## config.mk

```make
export PLATFORM = sky130hd
export DESIGN_NAME = bpl_side_unit
export DESIGN_NICKNAME = d
export VERILOG_FILES = /design/src/design/bsp_point_locate_top_assert.svh /design/src/design/bpl_pkg.sv /design/src/design/bpl_side_unit.sv
export SDC_FILE = /design/constraint.sdc
export NUM_CORES = 2
export LEC_CHECK = 0
export ABC_AREA = 1
export BUFFER_PORTS_ARGS = -buffer_cell sky130_fd_sc_hd__buf_2
export CAP_MARGIN = 40
export CORE_UTILIZATION = 35
export CTS_BUF_LIST = sky130_fd_sc_hd__clkbuf_16
export DETAILED_ROUTE_END_ITERATION = 8
export GPL_ROUTABILITY_DRIVEN = 0
export SETUP_SLACK_MARGIN = 0.3
export SLEW_MARGIN = 20
export SYNTH_ARGS = -nofsm -noshare
export SYNTH_HDL_FRONTEND = slang
export SYNTH_SLANG_ARGS = --single-unit
```

## constraint.sdc

```tcl
create_clock -name clk -period 20.4 [get_ports clk]
set_clock_uncertainty 0.05 [all_clocks]
set_input_delay 0 -clock clk [delete_from_list [all_inputs] [get_ports clk]]
set_output_delay 0 -clock clk [all_outputs]
set_load 0.02 [all_outputs]
```

## src/design/bsp_point_locate_top_assert.svh

```systemverilog
// ----------------------------------------------------------------------------
// bsp_point_locate_top_assert.svh
// Assertion macros for the partition tree point locator.
// ----------------------------------------------------------------------------
`ifndef BSP_POINT_LOCATE_TOP_ASSERT_SVH
`define BSP_POINT_LOCATE_TOP_ASSERT_SVH

// same-cycle implication, disabled in reset
`define BPL_ASSERT_NOW(lbl, ante, cons) \
  lbl: assert property (@(posedge clk) disable iff (!rst_n) (ante) |-> (cons)) \
    else $error("bsp_point_locate: same-cycle check failed");

// next-cycle implication, disabled in reset
`define BPL_ASSERT_NEXT(lbl, ante, cons) \
  lbl: assert property (@(posedge clk) disable iff (!rst_n) (ante) |=> (cons)) \
    else $error("bsp_point_locate: next-cycle check failed");

`endif

```

## src/design/bpl_pkg.sv

```systemverilog
`timescale 1ns / 1ps
// ----------------------------------------------------------------------------
// bpl_pkg
// Shared types and constants of the partition tree point locator.
// ----------------------------------------------------------------------------
package bpl_pkg;

  localparam logic        CMD_WRITE  = 1'b0;
  localparam logic        CMD_LOCATE = 1'b1;

  // register select taken from paddr[2]
  localparam logic        REG_ROOT   = 1'b0;
  localparam logic        REG_COUNT  = 1'b1;

  localparam int          LEAF_BIT   = 15;
  localparam logic [31:0] SIGN32     = 32'h8000_0000;

  typedef struct packed {
    logic [31:0] start_x;
    logic [31:0] start_y;
    logic [31:0] dir_x;
    logic [31:0] dir_y;
    logic [15:0] back;
    logic [15:0] front;
  } node_t;

  // multiplier control from the sequencer
  typedef struct packed {
    logic mul_en;    // capture a product
    logic mul_sel;   // 0: left product, 1: right product
    logic keep_left; // move previous product into the left register
  } mul_ctl_t;

  // side test status back to the sequencer
  typedef struct packed {
    logic resolved;  // special case or sign shortcut decided the side
    logic side_fast; // side from the special case
    logic side_mul;  // side from the product compare
  } side_sts_t;

endpackage

```

## src/design/bpl_side_unit.sv

```systemverilog
`timescale 1ns / 1ps
// ----------------------------------------------------------------------------
// bpl_side_unit
// Side test of a point against a node's line, with one shared multiplier.
// ----------------------------------------------------------------------------
module bpl_side_unit (
  input  logic                clk,
  input  bpl_pkg::node_t      node,
  input  logic [31:0]         point_x,
  input  logic [31:0]         point_y,
  input  bpl_pkg::mul_ctl_t   ctl,
  output bpl_pkg::side_sts_t  sts
);

  logic [31:0]        wdx;
  logic [31:0]        wdy;
  logic signed [15:0] mul_a;
  logic signed [31:0] mul_b;
  logic signed [47:0] prod_r;
  logic signed [31:0] left_r;
  logic               sign_mix;

  assign wdx = point_x - node.start_x;
  assign wdy = point_y - node.start_y;
  assign sign_mix = |((node.dir_y ^ node.dir_x ^ wdx ^ wdy) & bpl_pkg::SIGN32);

  always_comb begin
    // right < left selects the front side
    sts.side_mul  = !($signed(prod_r[47:16]) < left_r);
    sts.resolved  = 1'b1;
    sts.side_fast = 1'b0;
    if (node.dir_x == 32'd0) begin
      // vertical line
      if ($signed(point_x) <= $signed(node.start_x)) begin
        sts.side_fast = $signed(node.dir_y) > 0;
      end else begin
        sts.side_fast = $signed(node.dir_y) < 0;
      end
    end else if (node.dir_y == 32'd0) begin
      // horizontal line
      if ($signed(point_y) <= $signed(node.start_y)) begin
        sts.side_fast = $signed(node.dir_x) < 0;
      end else begin
        sts.side_fast = $signed(node.dir_x) > 0;
      end
    end else if (sign_mix) begin
      sts.side_fast = |((node.dir_y ^ wdx) & bpl_pkg::SIGN32);
    end else begin
      sts.resolved = 1'b0;
    end
  end

  // integer part of the direction times the full-width difference
  always_comb begin
    if (ctl.mul_sel) begin
      mul_a = $signed(node.dir_x[31:16]);
      mul_b = $signed(wdy);
    end else begin
      mul_a = $signed(node.dir_y[31:16]);
      mul_b = $signed(wdx);
    end
  end

  always_ff @(posedge clk) begin
    if (ctl.mul_en) begin
      prod_r <= mul_a * mul_b;
    end
    if (ctl.keep_left) begin
      left_r <= prod_r[47:16];
    end
  end

endmodule

```

### Yosys cells after proc, flatten, opt, wreduce, memory -nomap -nowiden

Index checks and enable logic that the tools add are counted.

| word-level totals | value |
|---|---|
| logic and storage cells | 29 |
| output and inout port bits | 3 |
| bits of input ports | 228 |
| flip-flop bits (word level) | 80 |

| operators by class | value |
|---|---|
| multiplexer cells | 10 |
| bitwise operators | 4 |
| reductions and logical operators | 3 |
| $add $sub $neg | 2 |
| order comparisons | 7 |
| multipliers | 1 |

Operators with widths:

| cell | count |
|---|---|
| $xor A32 B32 Y32 | 4 |
| $gt A32 B1 Y1 const B | 2 |
| $le A32 B32 Y1 | 2 |
| $logic_not A32 Y1 | 2 |
| $lt A32 B1 Y1 const B | 2 |
| $sub A32 B32 Y32 | 2 |
| $mul A16 B32 Y48 | 1 |
| $lt A32 B32 Y1 | 1 |
| $mux W32 | 1 |
| $mux W16 | 1 |
| $mux W1 | 8 |
| $logic_not A1 Y1 | 1 |

### Depth between registers and ports, before layout

| depth | value |
|---|---|
| depth after elaboration | 6 |
| gate-level depth with buffers | 42 |
| depth with buffers taken out | 42 |

### Worst setup path before layout

Ideal clock, no wire load.

| timing | value |
|---|---|
| path kind | input-to-reg |
| start | in point_x[0] |
| end | reg prod_r[28], data pin |
| slack | 13808 ps |
| library setup time | 258 ps |
| cell stages on the path | 35 |
| path buffers | 1 |
| data required time | 20092 ps |
| arrival | 6284 ps |
| path through | inv_1 > ha_1 > inv_1 > fa_1 > nand3_1 > nand2_1 > a21oi_1 > o21ai_1 > nand2_1 > nand2_1 > o21ai_0 > nand2_1 > inv_1 > buf_2 > nand2_1 > fa_1 > inv_1 > fa_1 > inv_1 > fa_1 > inv_1 > fa_1 > inv_1 > fa_1 > inv_1 > fa_1 > ha_1 > nand2_1 > nor2_1 > inv_1 > nor3_1 > nand2_1 > o211ai_1 > a31oi_1 > xnor2_1 |

| between the ends | value |
|---|---|
| longest elaborated chain between the ends | 3 |

Ends and longest elaborated chain:

| what | line | source |
|---|---|---|
| from (decl) | bpl_side_unit.sv:9 | `input logic [31:0] point_x,` |
| $sub A32 B32 Y32 | bpl_side_unit.sv:23 | `assign wdx = point_x - node.start_x;` |
| $mux W32 | bpl_side_unit.sv:55 | `if (ctl.mul_sel) begin` |
| $mul A16 B32 Y48 | bpl_side_unit.sv:66 | `prod_r <= mul_a * mul_b;` |
| to (signal assigned) | bpl_side_unit.sv:66 |  |
| to (decl) | bpl_side_unit.sv:19 | `logic signed [47:0] prod_r;` |

Every way passes these cells.
A chain may end at the register's enable or synchronous reset.

### Worst setup path after layout

| timing | value |
|---|---|
| start | in point_y[0] |
| end | reg prod_r[40], data pin |

| between the ends | value |
|---|---|
| longest elaborated chain between the ends | 3 |

Ends and longest elaborated chain:

| what | line | source |
|---|---|---|
| from (decl) | bpl_side_unit.sv:10 | `input logic [31:0] point_y,` |
| $sub A32 B32 Y32 | bpl_side_unit.sv:24 | `assign wdy = point_y - node.start_y;` |
| $mux W32 | bpl_side_unit.sv:55 |  |
| $mul A16 B32 Y48 | bpl_side_unit.sv:66 |  |

Every way passes these cells.

==> flow_summary_export.csv <==
group,metric,value,unit
status,outcome,"completed",
flow_run,cap_violations,0,
critical_path,cp_top_family,"adder cells",
detailed_routing,route.detailed.drc,0,
global_routing,gr-total-overflow,0,
die,io_pins,231,
critical_path,cp_slowest_stage_delay,0.54,ns
yosys,yosysWarnings,0,
cts,clk-insertion-delay-late,0.33,ns
hold_path,min_path_type,"primary input to register",
sta,fin_crit,8.17,ns
cts,post_cts_setup_repair_bufs,0,
die,placeableCoreArea,0.0719,mm²
cts,cts_hold_buffers,0,
die,floorplan.initialDensity,35.6,%
sta,setup_total_negative_slack,0,ns
detailed_routing,route.vias.total,22400,
cts,tritoncts.num_buffers,9,
die,floorplan.die_area,0.0742,mm²
sta,timing.final.max_slew_violations,0,
global_routing,antenna_found_initial,2,
detailed_routing,drtAntennaViolNets,0,
sta,setup_viol_count_final,0,
yosys,synth_enable_flop_cells,64,
sta,worst-slew-pin-transition,0.780,ns
critical_path,timing.critical_path.required,20.41,ns
detailed_routing,post_dr_vias_cell,4.92,
place,port_buffer_count,198,
cts,cts_tree,"built",
critical_path,setup.worst_path.end_class,"register",
cts,clk_root_buffer_cell,"clkbuf_16",
yosys,synth_top_flop_cell,"edfxtp_1",
critical_path,setup.worst_path.start_class,"primary input",
cts,clock_transition_at_the_register_clock_pins_on_the_worst_setup_and_hold_paths_after_cts,0.06,ns
yosys,asyncSetResetFlopFracSynth,0,%
cts,clock_sinks,64,
yosys,post_synth.cell_area_avg,7.48,µm²
place,hpwl,66900,µm
sta,fmaxAchievable,122,MHz
yosys,synth-seq-cells,64,
yosys,yosysSeqAreaShare,7.51,%
yosys,netlist_area,0.0256,mm²
detailed_routing,drt_iter0_markers,1488,
cts,clockBufferDepth,2,
critical_path,timing.critical_path.mode_cell,"inv_1",
yosys,synth_fp_nets,4340,
critical_path,path_class,"primary input to register",
global_routing,first_global_vias,23400,
sta,hold-worst-slack,0.102,ns
die,die_width,272,µm
global_routing,largest_net_degree_at_the_start_of_global_routing,67,
detailed_routing,routed_wirelength,78700,µm
critical_path,critical_path_data_arrival_time,8.19,ns
sta,grt_setup_unrepaired,"no",
die,die_height,272,µm
cells_and_area,finalNetCount,4507,
cts,htree_levels,3,
sta,post-route-period-util,40.1,%
sta,count_of_final_hold_check_violations,0,
critical_path,crit_slowest_cell,"inv_1",
yosys,postSynthCellCount,3419,
global_routing,globalRouteTotalUtil,22.0,%
detailed_routing,wire_length_per_cell,17.3,µm
detailed_routing,drt_pre_antenna_iters,5,
cells_and_area,area.growth.synth_to_final,9.69,%
critical_path,critical_path_buf_inv_count,11,
cells_and_area,drive_above_1_share,7.96,%
yosys,synth.distinct_cells,48,
critical_path,timing.critical_path.fanout_max,12,
die,floorplan.rows,98,
sta,max_slew_headroom,47.5,%
cts,post_cts.resized_instances,0,
global_routing,grt_first_pass_wirelength,127000,µm
==> cells in the mapped netlist, types with 13 or more instances <==
cell	number	area (µm²)
nor3_1	27	135
a21oi_1	163	816
edfxtp_1	64	1920
nor4_1	17	106
nand2_1	728	2730
clkbuf_1	45	169
xnor2_1	15	131
o21ai_1	16	80.1
o21bai_1	24	180
xor2_1	36	315
inv_1	861	3230
nand3_1	88	440
nor2_1	390	1460
nand2_2	13	81.3
a21o_1	15	113
buf_2	17	85.1
fa_1	487	9750
ha_1	206	2580
nand4_1	16	100
o21ai_0	96	480
==> metal layers <==
metal	share of wire, %	wire length, µm	global-route usage, %
met3	6.6	5190	2.96
met1	44	34500	29.5
met2	46	36400	36.8
met4	3.4	2670	6.92
met5	0	0	0
==> registers in the layout, summed over array words and instances, names as in the netlist <==
name / flops
left_r: 32
prod_r: 32
==> path summary, 6_finish.rpt <==
kind | from | endpoint | slack [ns] | cells after the start
setup reg to reg | prod_r[44] | left_r[28] | 19.66 | 0
hold / removal | ctl[0] | left_r[23] | 0.10 | 2
setup / recovery | point_y[0] | prod_r[40] | 12.23 | 35
hold reg to reg | prod_r[16] | left_r[0] | 0.40 | 0
==> placed cells by master (no fill, tap or decap), drive strengths merged, types with 2 or more instances in the layout <==
| cell type | instances |
|---|---|
| o21ai | 117 |
| o21bai | 25 |
| xnor2 | 15 |
| nand2 | 741 |
| or2 | 7 |
| a31oi | 8 |
| fa | 487 |
| xor2 | 36 |
| clkinv | 9 |
| ha | 206 |
| a21boi | 4 |
| clkbuf | 9 |
| a21oi | 166 |
| edfxtp | 64 |
| a211oi | 7 |
| and3 | 2 |
| nor4 | 17 |
| o211ai | 7 |
| nand3b | 7 |
| inv | 870 |
| nand4 | 16 |
| nor2 | 394 |
| nand3 | 88 |
| o21a | 9 |
| nor3 | 30 |
| diode | 2 |
| o2111ai | 4 |
| buf | 223 |
| a21o | 15 |
| bufinv | 2 |
==> cells by family (layout without fill, tap and decap cells) <==
kind of cell	after synthesis	after routing	synth area share [%]
adders and majority gates	693	693	48.2
and+or+nand+nor	1303	1303	20.4
AOI/OAI and AO/OA	366	366	8.13
xor gates and xnor gates	51	51	1.75
DFF	64	64	7.51
buffers and inverters	942	1114	14.0
other	0	2	0
==> through the flow <==
stage          std cells  utilization [%]  setup WS, ns  cell area [µm²]
5_1_grt             4541             39.0         11.82            28100
3_5_place_dp        4523             38.6         12.07            27700
2_1_floorplan       3419                -         13.81            25600
6_report            4543             39.1         12.23            28100
4_1_cts             4539             39.0         12.41            28000
3_3_place_gp        4520             38.5         12.05            27600
==> cell type report <==
type	count	area [µm²]
diodes	2	5.00
clock buffers	9	225
clock inverters	7	93.8
fillers	7676	43800
inverters	875	3280
multi-input cells	2413	20100
flip-flops and latches	64	1920
well taps	950	1190
repair buffers	223	1240
Power is not shown: default switching activity piles up to over one toggle a cycle in this logic, so the estimate is an artifact.
